## src/design/iec_bd_pkg.sv

```systemverilog
// ----------------------------------------------------------------------------
// iec_bd_pkg
// shared types and constants for the burst deformatter
// ----------------------------------------------------------------------------
package iec_bd_pkg;

  localparam int unsigned WORD_W = 16;
  localparam int unsigned SIZE_W = 15;
  localparam int unsigned IDX_W  = 2;

  localparam logic [WORD_W-1:0] SYNC_A     = 16'hF872;
  localparam logic [WORD_W-1:0] SYNC_B     = 16'h4E1F;
  localparam logic [WORD_W-1:0] FRAME_MARK = 16'h770B;
  localparam logic [WORD_W-1:0] PREAMBLE_WORDS = 16'd4;

  localparam logic [WORD_W-1:0] RST_ENH_CODE  = 16'd21;
  localparam logic [SIZE_W-1:0] RST_PLAIN_SZ  = 15'd3072;
  localparam logic [SIZE_W-1:0] RST_ENH_SZ    = 15'd12288;

  typedef enum logic [IDX_W-1:0] {
    REG_ENH_CODE  = 2'd0,
    REG_PLAIN_SZ  = 2'd1,
    REG_ENH_SZ    = 2'd2,
    REG_UNUSED    = 2'd3
  } reg_idx_t;

  typedef enum logic [2:0] {
    PH_SEARCH_A = 3'd0,
    PH_SEARCH_B = 3'd1,
    PH_PC       = 3'd2,
    PH_PD       = 3'd3,
    PH_FIRST    = 3'd4,
    PH_PAYLOAD  = 3'd5,
    PH_SKIP     = 3'd6
  } phase_t;

endpackage

```

## src/design/iec_burst_deformatter_top.sv

```systemverilog
// ----------------------------------------------------------------------------
// iec_burst_deformatter_top
// finds framed bursts in a word stream and passes byte-swapped payload beats
// ----------------------------------------------------------------------------
// path: an input beat goes through the input register, then the result register;
//   one word is taken per cycle while the output drains
// throughput: at most one beat per cycle while out_ready holds, set by the single state update per word
// reset: rst (synchronous) returns to preamble search and restores the
//   register defaults; no clearing pass is needed
module iec_burst_deformatter_top
  import iec_bd_pkg::*;
#(
  parameter int unsigned MAX_BURST_WORDS = 16384
) (
  input  logic                clk,
  input  logic                rst,
  // word stream in
  input  logic                in_valid,
  output logic                in_ready,
  input  logic [WORD_W-1:0]   in_word,
  // payload out
  output logic                out_valid,
  input  logic                out_ready,
  output logic [WORD_W-1:0]   out_word,
  output logic                last_of_frame,
  // register writes
  input  logic                cfg_valid,
  output logic                cfg_ready,
  input  logic [IDX_W-1:0]    cfg_index,
  input  logic [WORD_W-1:0]   cfg_data
);

  // counters only need to hold the room after the preamble
  localparam int unsigned CNT_W = $clog2(MAX_BURST_WORDS);
  localparam logic [WORD_W-1:0] MaxWords = WORD_W'(MAX_BURST_WORDS);

  // burst size to room after the preamble, size clamped to the maximum
  function automatic logic [CNT_W-1:0] room_of(input logic [SIZE_W-1:0] size);
    logic [WORD_W-1:0] sz;
    logic [WORD_W-1:0] rm;
    sz = {1'b0, size};
    if (sz > MaxWords) sz = MaxWords;
    rm = (sz > PREAMBLE_WORDS) ? (sz - PREAMBLE_WORDS) : '0;
    return rm[CNT_W-1:0];
  endfunction

  // configuration: sizes kept as precomputed room
  logic [WORD_W-1:0] enh_code;
  logic [CNT_W-1:0]  plain_room;
  logic [CNT_W-1:0]  enh_room;

  assign cfg_ready = 1'b1;

  always_ff @(posedge clk) begin
    if (rst) begin
      enh_code   <= RST_ENH_CODE;
      plain_room <= room_of(RST_PLAIN_SZ);
      enh_room   <= room_of(RST_ENH_SZ);
    end else if (cfg_valid && cfg_ready) begin
      case (reg_idx_t'(cfg_index))
        REG_ENH_CODE: enh_code   <= cfg_data;
        REG_PLAIN_SZ: plain_room <= room_of(cfg_data[SIZE_W-1:0]);
        REG_ENH_SZ:   enh_room   <= room_of(cfg_data[SIZE_W-1:0]);
        default: ;   // writes past the list are dropped
      endcase
    end
  end

  // input register
  logic              in_full;
  logic [WORD_W-1:0] in_hold;
  logic              advance;

  // the held word moves on when the result register is free or draining
  assign advance  = in_full && (!out_valid || out_ready);
  assign in_ready = !in_full || advance;

  always_ff @(posedge clk) begin
    if (rst) begin
      in_full <= 1'b0;
    end else if (in_valid && in_ready) begin
      in_full <= 1'b1;
    end else if (advance) begin
      in_full <= 1'b0;
    end
  end

  always_ff @(posedge clk) begin
    if (in_valid && in_ready) begin
      in_hold <= in_word;
    end
  end

  // burst state
  phase_t            phase, phase_next;
  logic              is_enhanced, is_enhanced_next;
  logic [CNT_W-1:0]  payload_left, payload_left_next;
  logic [CNT_W-1:0]  burst_left, burst_left_next;
  logic              pass_frame, pass_frame_next;

  logic [WORD_W-1:0] swapped;
  logic [WORD_W-1:0] pd_count;
  logic [WORD_W-1:0] pd_room;
  logic [CNT_W-1:0]  clamped;
  logic [CNT_W-1:0]  pay_dec;
  logic [CNT_W-1:0]  burst_dec;
  logic              emit;

  assign swapped = {in_hold[7:0], in_hold[15:8]};

  // length word: bytes for enhanced bursts, bits for plain ones
  assign pd_room  = WORD_W'(is_enhanced ? enh_room : plain_room);
  assign pd_count = is_enhanced ? {1'b0, in_hold[15:1]} : {4'b0, in_hold[15:4]};
  assign clamped  = (pd_count > pd_room) ? pd_room[CNT_W-1:0] : pd_count[CNT_W-1:0];

  assign pay_dec   = (payload_left != '0) ? payload_left - 1'b1 : payload_left;
  assign burst_dec = (burst_left != '0) ? burst_left - 1'b1 : burst_left;

  // next phase
  always_comb begin
    phase_next = phase;
    case (phase)
      PH_SEARCH_A: phase_next = (in_hold == SYNC_A) ? PH_SEARCH_B : PH_SEARCH_A;
      PH_SEARCH_B: phase_next = (in_hold == SYNC_B) ? PH_PC : PH_SEARCH_A;
      PH_PC:       phase_next = PH_PD;
      PH_PD: begin
        if (clamped != '0)         phase_next = PH_FIRST;
        else if (pd_room != '0)    phase_next = PH_SKIP;
        else                       phase_next = PH_SEARCH_A;
      end
      PH_FIRST, PH_PAYLOAD: begin
        if (pay_dec != '0)         phase_next = PH_PAYLOAD;
        else if (burst_dec != '0)  phase_next = PH_SKIP;
        else                       phase_next = PH_SEARCH_A;
      end
      PH_SKIP:     phase_next = (burst_dec == '0) ? PH_SEARCH_A : PH_SKIP;
      default:     phase_next = PH_SEARCH_A;
    endcase
  end

  // counters, flags and result
  always_comb begin
    is_enhanced_next  = is_enhanced;
    payload_left_next = payload_left;
    burst_left_next   = burst_left;
    pass_frame_next   = pass_frame;
    emit              = 1'b0;
    case (phase)
      PH_PC: is_enhanced_next = (in_hold == enh_code);
      PH_PD: begin
        burst_left_next   = pd_room[CNT_W-1:0];
        payload_left_next = clamped;
        pass_frame_next   = 1'b0;
      end
      PH_FIRST, PH_PAYLOAD: begin
        if (phase == PH_FIRST) pass_frame_next = (swapped == FRAME_MARK);
        payload_left_next = pay_dec;
        burst_left_next   = burst_dec;
        emit              = pass_frame_next;
      end
      PH_SKIP: burst_left_next = burst_dec;
      default: ;
    endcase
  end

  always_ff @(posedge clk) begin
    if (rst) begin
      phase        <= PH_SEARCH_A;
      is_enhanced  <= 1'b0;
      payload_left <= '0;
      burst_left   <= '0;
      pass_frame   <= 1'b0;
    end else if (advance) begin
      phase        <= phase_next;
      is_enhanced  <= is_enhanced_next;
      payload_left <= payload_left_next;
      burst_left   <= burst_left_next;
      pass_frame   <= pass_frame_next;
    end
  end

  // result register
  always_ff @(posedge clk) begin
    if (rst) begin
      out_valid <= 1'b0;
    end else if (advance) begin
      out_valid <= emit;
    end else if (out_ready) begin
      out_valid <= 1'b0;
    end
  end

  always_ff @(posedge clk) begin
    if (advance && emit) begin
      out_word      <= swapped;
      last_of_frame <= (payload_left_next == '0);
    end
  end

  // payload never outlasts its burst
  a_payload_in_burst: assert property (@(posedge clk) disable iff (rst)
    payload_left <= burst_left)
    else $error("payload count exceeds burst count");

  // payload phase always has words still to come
  a_payload_nonzero: assert property (@(posedge clk) disable iff (rst)
    (phase == PH_PAYLOAD) |-> (payload_left != '0))
    else $error("payload phase with nothing left");

  // skip phase always has burst words still to come
  a_skip_nonzero: assert property (@(posedge clk) disable iff (rst)
    (phase == PH_SKIP) |-> (burst_left != '0))
    else $error("skip phase with nothing left");

  // an emitted word lands in the result register and only for a passed burst
  a_emit_lands: assert property (@(posedge clk) disable iff (rst)
    (advance && emit) |=> (out_valid && pass_frame))
    else $error("emitted beat lost or burst not passed");

endmodule
```

## config.mk

```make
export PLATFORM = sky130hd
export DESIGN_NAME = iec_burst_deformatter_top
export DESIGN_NICKNAME = d
export VERILOG_FILES = /design/src/design/iec_bd_pkg.sv /design/src/design/iec_burst_deformatter_top.sv
export SDC_FILE = /design/constraint.sdc
export NUM_CORES = 1
export LEC_CHECK = 0
export ABC_AREA = 1
export BUFFER_PORTS_ARGS = -buffer_cell sky130_fd_sc_hd__buf_2
export CAP_MARGIN = 40
export CORE_UTILIZATION = 60
export DETAILED_ROUTE_END_ITERATION = 6
export PLACE_DENSITY = 0.8
export SKIP_CTS_REPAIR_TIMING = 1
export SYNTH_ARGS = -nofsm -noshare
export SYNTH_HDL_FRONTEND = slang
export SYNTH_SLANG_ARGS = --single-unit
```

## constraint.sdc

```tcl
create_clock -name clk -period 2.9 [get_ports clk]
set_input_delay 0.145 -clock clk [delete_from_list [all_inputs] [get_ports clk]]
set_output_delay 0.145 -clock clk [all_outputs]
set_load 0.01 [all_outputs]
```

=== Word level (Yosys, flattened, before mapping) ===
Cells that the tools add are included.

* Flip-flop bits (word level): 112
* Output and inout bits: 20

* $add $sub $neg: 4
* Magnitude comparators: 4
* Equal/unequal tests: 12
* Mux-type cells: 31
* Reduce and logical (&&, ||, !) cells: 29

{| class="wikitable"
|+ Operator list
! cell !! count
|-
| 16-bit two-way mux || 6
|-
| 14-bit two-way mux || 6
|-
| 14-bit nonzero test || 5
|-
| 14-bit one-hot mux with 2 select lines || 2
|-
| 16-bit by 15-bit == test with 1-bit output (second input constant) || 2
|-
| 16-bit by 3-bit > comparator with 1-bit output (second input constant) || 2
|-
| 15-bit two-way mux || 2
|-
| 14-bit logical NOT || 2
|-
| 14-bit by 1-bit subtractor with 14-bit output (second input constant) || 2
|-
| 14-bit by 3-bit subtractor with 14-bit output (second input constant) || 2
|-
| 3-bit one-hot mux with 6 select lines || 1
|-
| 16-bit == test || 1
|-
| 16-bit == test (second input constant) || 1
|-
| 16-bit nonzero test || 1
|-
| 15-bit by 14-bit > comparator with 1-bit output || 1
|-
| 15-bit > comparator (second input constant) || 1
|-
| 3-bit two-way mux || 5
|-
| 2-bit AND reduction || 6
|-
| 3-bit == test (second input constant) || 3
|-
| 2-bit nonzero test || 4
|-
| 1-bit two-way mux || 7
|-
| 3-bit by 2-bit == test with 1-bit output (second input constant) || 2
|-
| 3-bit by 1-bit == test with 1-bit output (second input constant) || 1
|-
| 1-bit logical AND || 3
|-
| 10 further kinds || 12
|}

=== Logic depth before layout (Yosys ltp) ===
Gate-level depths: netlist of the first run.

* Depth in word-level cells: 7
* Gate-level depth with buffers: 26
* Mapped depth without buffers: 23

=== Least setup slack after synthesis of the first run ===
OpenSTA, ideal clock, no wires.

* Path kind: register to register
* Start: reg is_enhanced
* End: reg phase[2]
* Setup time: 0.134 ns
* Arrival: 2.463 ns
* Required time: 2.766 ns
* Path slack: 0.303 ns
* Cell stages (with the launch flop): 25
* Path buffers: 3
* Period minus slack after synthesis: 2.597 ns
* Cells stage by stage: dfxtp_1 > buf_6 > inv_2 > buf_6 > or2_2 > o21a_1 > inv_1 > ha_1 > a21oi_1 > nand2_1 > nand2_1 > nand2_1 > nand2_1 > nand2_2 > nand2_4 > buf_6 > nand2_1 > o21ai_2 > nand2_1 > nor2_1 > nand2_1 > nand2_1 > nand3_1 > nand2_1 > a21oi_1

* Longest elaborated chain between the ends: 6
* Elaborated cells between the ends (all ways): 9
* Those cells by class: order compare: 1; mux: 6; reduce/logical: 2

{| class="wikitable"
|+ RTL lines
! what !! RTL line !! RTL
|-
| start, declared || iec_burst_deformatter_top.sv:96 || <nowiki>logic is_enhanced, is_enhanced_next;</nowiki>
|-
| start signal, assigned || iec_burst_deformatter_top.sv:175 || <nowiki>is_enhanced <= is_enhanced_next;</nowiki>
|-
| 15-bit two-way mux or 14-bit two-way mux (tied branches) || iec_burst_deformatter_top.sv:113, iec_burst_deformatter_top.sv:112 ||
|-
| 15-bit by 14-bit > comparator with 1-bit output || iec_burst_deformatter_top.sv:114 || <nowiki>assign clamped = (pd_count > pd_room) ? pd_room[CNT_W-1:0] : pd_count[CNT_W-1:0];</nowiki>
|-
| 14-bit two-way mux || iec_burst_deformatter_top.sv:114 ||
|-
| 14-bit nonzero test || iec_burst_deformatter_top.sv:127 || <nowiki>if (clamped != '0) phase_next = PH_FIRST;</nowiki>
|-
| 3-bit two-way mux (*) || iec_burst_deformatter_top.sv:127 ||
|-
| 3-bit one-hot mux with 6 select lines (*) || iec_burst_deformatter_top.sv:122 || <nowiki>case (phase)</nowiki>
|-
| end signal, assigned || iec_burst_deformatter_top.sv:174 || <nowiki>phase <= phase_next;</nowiki>
|-
| end, declared || iec_burst_deformatter_top.sv:95 || <nowiki>phase_t phase, phase_next;</nowiki>
|}

Every way passes the cells marked *; elsewhere a longest branch is shown, timed or not.
A chain may end at the register's enable or synchronous reset.

=== Final worst setup path of the first run ===
* Start: reg in_hold[12]
* End: reg last_of_frame (data pin)

* Longest elaborated chain between the ends: 5

{| class="wikitable"
|+ RTL lines
! what !! RTL line !! RTL
|-
| start, declared || iec_burst_deformatter_top.sv:71 || <nowiki>logic [WORD_W-1:0] in_hold;</nowiki>
|-
| start signal, assigned || iec_burst_deformatter_top.sv:90 || <nowiki>in_hold <= in_word;</nowiki>
|-
| 15-bit two-way mux (*) || iec_burst_deformatter_top.sv:113 || <nowiki>assign pd_count = is_enhanced ? {1'b0, in_hold[15:1]} : {4'b0, in_hold[15:4]};</nowiki>
|-
| 15-bit by 14-bit > comparator with 1-bit output || iec_burst_deformatter_top.sv:114 ||
|-
| 14-bit two-way mux (*) || iec_burst_deformatter_top.sv:114 ||
|-
| 14-bit one-hot mux with 2 select lines (*) || iec_burst_deformatter_top.sv:148 || <nowiki>case (phase)</nowiki>
|-
| 14-bit logical NOT (*) || iec_burst_deformatter_top.sv:196 || <nowiki>last_of_frame <= (payload_left_next == '0);</nowiki>
|-
| end signal, assigned || iec_burst_deformatter_top.sv:196 ||
|-
| end, declared || iec_burst_deformatter_top.sv:25 || <nowiki>output logic last_of_frame,</nowiki>
|}

Marked as above.

==> results of run 1 <==
[area by class of cell]
cell class	instances	area, um^2	share of cell area (%)
Clock buffer	9	225	2.70
Clock inverter	7	106	1.27
Inverter	125	479	5.74
Multi-Input combinational cell	715	3990	47.9
Sequential cell	112	2580	30.9
Tap cell	143	179	2.14
Timing Repair Buffer	111	785	9.40
[state kept, by name (all words and copies together), names as in the netlist, 3 cells and up]
register and count:
phase 3, out_word 16, plain_room 14, in_hold 16, enh_code 16, enh_room 14
burst_left 14, payload_left 14
[worst paths after layout]
kind                             from                   endpoint  cells past startpoint
max             in_hold[12]$_DFFE_PP_    last_of_frame$_DFFE_PP_                     18
min                      cfg_data[15]  enh_code[15]$_SDFFE_PP0P_                      3
max reg2reg     in_hold[12]$_DFFE_PP_    last_of_frame$_DFFE_PP_                     18
min reg2reg  enh_room[5]$_SDFFE_PP1P_   enh_room[5]$_SDFFE_PP1P_                      2
[logic make-up (layout without fill, tap and decap cells)]
family	after synthesis	count (layout)	synth area share (%)
and+or+nand+nor	473	473	30.4
AOI/OAI and AO/OA	190	190	15.7
buffers and inverters	167	252	10.0
DFF	112	112	36.5
xor gates and xnor gates	32	32	3.98
adders and majority gates	18	18	3.20
other	1	1	0.0532
muxes	1	1	0.142
[through the flow]
step                      hold slack, ps  instances
after global placement               322       1184
final                               41.9       1222
after global routing                66.3       1222
after floorplan                      244        994
after CTS                          -57.0       1200
after detailed placement             323       1184
[power groups by stage]
stage / clock network (uW) / logic (uW) / registers, uW
finish: 1360 / 722 / 1730
global route: 1430 / 795 / 1740
CTS: 1360 / 629 / 1730
detailed placement: 0 / 624 / 1760
global placement: 0 / 620 / 1760
floorplan: 0 / 447 / 1750
[per-layer routing]
layer | track usage [%] | part of all wire [%]
met5 | 0 | 0
met4 | 17.7 | 4.8
met3 | 4.88 | 6.5
met2 | 53.0 | 47
met1 | 41.5 | 42
[layout by cell type (no fill, tap or decap), drive strengths merged, types with 9 or more instances in the layout]
master	netlist	layout
or2	16	16
xnor2	9	9
nand2	236	236
xor2	23	23
buf	21	94
nor2	102	102
dlygate4sd3	0	16
inv	125	127
nor3	17	17
dfxtp	79	79
nor4	11	11
clkbuf	21	10
ha	18	18
a21oi	73	73
o211ai	9	9
o21ai	75	75
a221oi	9	9
nand4	16	16
nand3	75	75
edfxtp	33	33
[critical path, delay by kind of cell (launching register included)]
kind | cells | cell delay (ps)
fa+ha+maj | 1 | 210
simple gates | 11 | 1100
flops | 1 | 460
compound gates | 3 | 540
buf+inv | 3 | 420
==> flow_summary.yaml, run 1 <==
run_status:
  status: "finished, final reports clean"
placement:
  portBuffers: 57
  dp_hpwl_um: 14200
  place_congestion: 0.976
  dpl_cell_area_mm2: 0.00751
  place_ws_ps: 74.0
route:
  routed_wl_um: 20300
  via_per_inst: 5.83
  drtAntennaViolNets: 0
  vias: 7126
  drc: 0
  drtIter0Drc: 691
  wl_per_cell_um: 16.6
  first_pass_iters: 5
sta:
  grt_setup_unrepaired: "yes"
  final.setup.tns_ps: 0
  max_freq_mhz: 346
  hold_viol_final: 0
  slew_headroom_pct: 38.2
  period_needed_ps: 2890
  fin_ws_ps: 6.76
  setup-violations-final: 0
  fin_skew_ps: 15.4
  maxSlewViolCount: 0
  worst_pin_slew_ps: 927
  fin_crit_sh_pct: 99.8
global_routing:
  grt_overflow: 0
  antenna_found_initial: 0
  grt_pass1_vias: 6164
  grt_start_max_net_pins: 51
  grt_use_total_pct: 32.5
  grt_pass1_wl_um: 30100
critical_path:
  crit_type: "register to register"
  worstSetupStartpointType: "register"
  r2r_slack_ps: 7
  cp_max_fo: 6
  cpMostUsedCell: "nand2_1"
  required_ps: 3130
  path_cells: "inv_1 -> o21ai_0 -> buf_4 -> ha_4 -> nand2_1 -> nand2_1 -> nand2_1 -> nand2_1 -> a21oi_2 -> nand2_4 -> buf_6 -> nand3_1 -> nand2_1 -> nand2_1 -> o211ai_1 -> nor3_1 -> nand2_1 -> nor2_1"
  cp-end-kind: "register"
  slowest_delay_ps: 460
  crit_slowest_cell: "edfxtp_1"
  arrival_ps: 3120
clock_network:
  cts_max_level: 3
  clk_latency_ps: 370
  cts_tree: "built"
  clk_pin_slew_ps: 90
  cts_root_buf: "clkbuf_16"
  cts_buffers: 9
  cts_sinks: 112
  clock_path_buffers: 2
power:
  powerDensity_mw_per_mm2: 458
  p_total_uw: 3820
  p_comb_share_pct: 18.9
  pwr-share-clk_pct: 35.7
  power.leakage_uw: 0.00375
  power.switching_uw: 1170
  pwr-share-seq_pct: 45.3
  vdd_drop_max_mv: 0.478
  p_int_uw: 2650
  swShare_pct: 30.6
floorplanning:
  die_h_um: 110
  die-area_mm2: 0.0122
  io_pins: 59
  start_util_pct: 61.7
  fp-row-count: 39
  core_area_mm2: 0.0114
  die_x_um: 110
synthesis:
  synth_most_common_cell: "nand2_1"
  synth_edf_count: 33
  yosysTopAreaCell: "dfxtp_1"
  synth_seq_area_share_pct: 36.5
  synth_area_leaders: "dfxtp_1, edfxtp_1, nand2_1"
  ys.warnings.count: 0
  syn_inst: 994
  synth_nets: 1051
  synth.avg_cell_area_um2: 7.09
  yosysUniqueCellTypes: 45
  netlist_area_mm2: 0.00705
  ys_top_cells_by_count: "nand2_1, inv_1, nor2_1"
  ys_seq_elements: 112
  postSynth.asyncResetShare_pct: 0
  synth_top_area_share_pct: 22.4
  yosys_most_used_dff: "dfxtp_1"
final_layout:
  fillers: 910
  antenna_cells: 0
  finalNetCount: 1131
  syn2layout_area_growth_pct: 18.4
  final_util_pct: 73.1
  drive_above_1_share_pct: 19.2
  final_area_mm2: 0.00834
run:
  maxCapViolations: 0
hold_path:
  hold_class: "input port to register"
Note: power is estimated with default switching activity, not from simulation.
==> run 2, diff against run 1 <==
- SETUP_SLACK_MARGIN: default -> 0.2
==> run 2 against run 1 <==
  * Register-to-register slack better by 90 ps
  * Largest cell class unchanged
  * Highest routed layer unchanged
  * Power up 0.52%
  * Critical endpoint is now phase[2]$_SDFFE_PP0P_
  * Clock skew down 1.3 ps
  * Maximum frequency up 3.3%
==> flow_summary.yaml, run 2 (synthesized netlist as in run 1, its figures left out) <==
critical_path:
  slowest_delay_ps: 520
  crit_slowest_cell: "edfxtp_1"
  critPathTopFamily: "simple AND/OR/NAND/NOR gates"
  crit_buf_inv: 3
  path_cells: "inv_1 -> o21ai_1 -> ha_4 -> nand2_2 -> inv_1 -> a21oi_2 -> nand2_1 -> nand2_2 -> nand2_4 -> buf_6 -> nand3_1 -> nand2_2 -> nor2_1 -> nand2_1 -> nor2_2 -> nand2_1 -> nand2_1 -> nand3_1 -> nand2_1 -> a21oi_2"
  cp_max_fo: 6
  crit_start: "in_hold[9]$_DFFE_PP_"
  r2r-start: "in_hold[9]$_DFFE_PP_"
  required_ps: 3140
  cp-end-kind: "register"
  worstSetupStartpointType: "register"
  arrival_ps: 3040
  crit_type: "register to register"
  cpMostUsedCell: "nand2_1"
final_layout:
  multiInputGateArea_mm2: 0.00405
  final_common_cell: "nand2_1"
  final_area_mm2: 0.00842
  layout_common_cells: "nand2_1, inv_1, nor2_1"
  seqCellArea_mm2: 0.00258
  syn2layout_area_growth_pct: 19.5
  finalNetCount: 1134
  antenna_cells: 0
  fillers: 905
  drive_above_1_share_pct: 20.5
  top_regs: "enh_code x16, in_hold x16, out_word x16"
route:
  drtAntennaViolNets: 0
  drc: 0
  via_per_inst: 5.89
  first_pass_iters: 6
  drtIter0Drc: 771
  routed_wl_um: 20700
  vias: 7213
  wl_per_cell_um: 16.9
sta:
  setup-violations-final: 0
  grt_setup_unrepaired: "yes"
  max_freq_mhz: 357
  period_needed_ps: 2800
  fin_crit_sh_pct: 96.6
  maxSlewViolCount: 0
  hold_viol_final: 0
  fin_skew_ps: 14.2
  slew_headroom_pct: 38.5
  worst_pin_slew_ps: 921
  final.setup.tns_ps: 0
floorplanning:
  die_x_um: 110
  fp-row-count: 39
  io_pins: 59
  die-area_mm2: 0.0122
  start_util_pct: 61.7
  die_h_um: 110
  core_area_mm2: 0.0114
global_routing:
  grt_use_total_pct: 32.5
  grt_start_max_net_pins: 51
  grt_overflow: 0
  grt_pass1_wl_um: 30100
  antenna_found_initial: 0
  grt_pass1_vias: 6164
hold_path:
  hp-start: "cfg_data[15]"
  hold_class: "input port to register"
run:
  maxCapViolations: 0
clock_network:
  clock_path_buffers: 2
  cts_sinks: 112
  cts_max_level: 3
  clk_latency_ps: 370
  cts_tree: "built"
  cts_root_buf: "clkbuf_16"
  cts_buffers: 9
  clk_pin_slew_ps: 80
run_status:
  status: "finished, final reports clean"
placement:
  dp_hpwl_um: 14200
  place_congestion: 0.976
  dpl_cell_area_mm2: 0.00751
  portBuffers: 57
power:
  powerDensity_mw_per_mm2: 456
  vdd_drop_max_mv: 0.476
  power.leakage_uw: 0.00378
run 2: final cells by class:
class / count / share of cell area, %
timing repair buffer: 114 / 9.58
inverter: 125 / 5.69
clock inverter: 7 / 1.26
sequential: 112 / 30.6
clock buffer: 9 / 2.67
multi-input combinational: 715 / 48.1
tap: 143 / 2.12
run 2: path summary, 6_finish.rpt:
path | end | slack, ps | depth (start not counted)
worst max register to register | phase[2]$_SDFFE_PP0P_ | 100 | 20
worst min-delay path | enh_code[15]$_SDFFE_PP0P_ | 40 | 3
worst min register to register | enh_room[3]$_SDFFE_PP1P_ | 470 | 2
worst max-delay path | phase[2]$_SDFFE_PP0P_ | 100 | 20
run 2: where the power goes:
| part | internal (uW) | switching, uW | total (uW) |
|---|---|---|---|
| Clock | 705 | 659 | 1360 |
| Sequential | 1680 | 57.4 | 1730 |
| Combinational | 276 | 466 | 741 |
run 2: metal layers:
layer	global-route usage (%)	routed length (um)	vias to the layer above
met2	53.0	9860	354
met5	0	0	-
met1	41.5	8480	3308
met4	17.7	931	0
li1	-	-	3466
met3	4.88	1480	85
run 2: worst reg2reg max path: stages (launching register included):
cell	delay [ps]
edfxtp_1	520
inv_1	150
o21ai_1	300
ha_4	260
nand2_2	90
inv_1	60
a21oi_2	120
nand2_1	100
nand2_2	90
nand2_4	90
buf_6	140
nand3_1	80
nand2_2	70
nor2_1	100
nand2_1	70
nor2_2	130
nand2_1	60
nand2_1	50
nand3_1	60
nand2_1	70
a21oi_2	50
run 2: metrics by stage:
| stage | utilization [%] | setup slack, ps | power (uW) | std cells | hold WS (ps) |
|---|---|---|---|---|---|
| 3_3_place_gp | 65.8 | 60.0 | 2380 | 1184 | 322 |
| 4_1_cts | 68.7 | 13.2 | 3720 | 1200 | -57.0 |
| 2_1_floorplan | - | 303 | 2200 | 994 | 244 |
| 3_5_place_dp | 65.8 | 74.0 | 2390 | 1184 | 323 |
| 6_report | 73.8 | 99.4 | 3840 | 1225 | 35.7 |
| 5_1_grt | 73.8 | -99.1 | 3980 | 1225 | 66.3 |
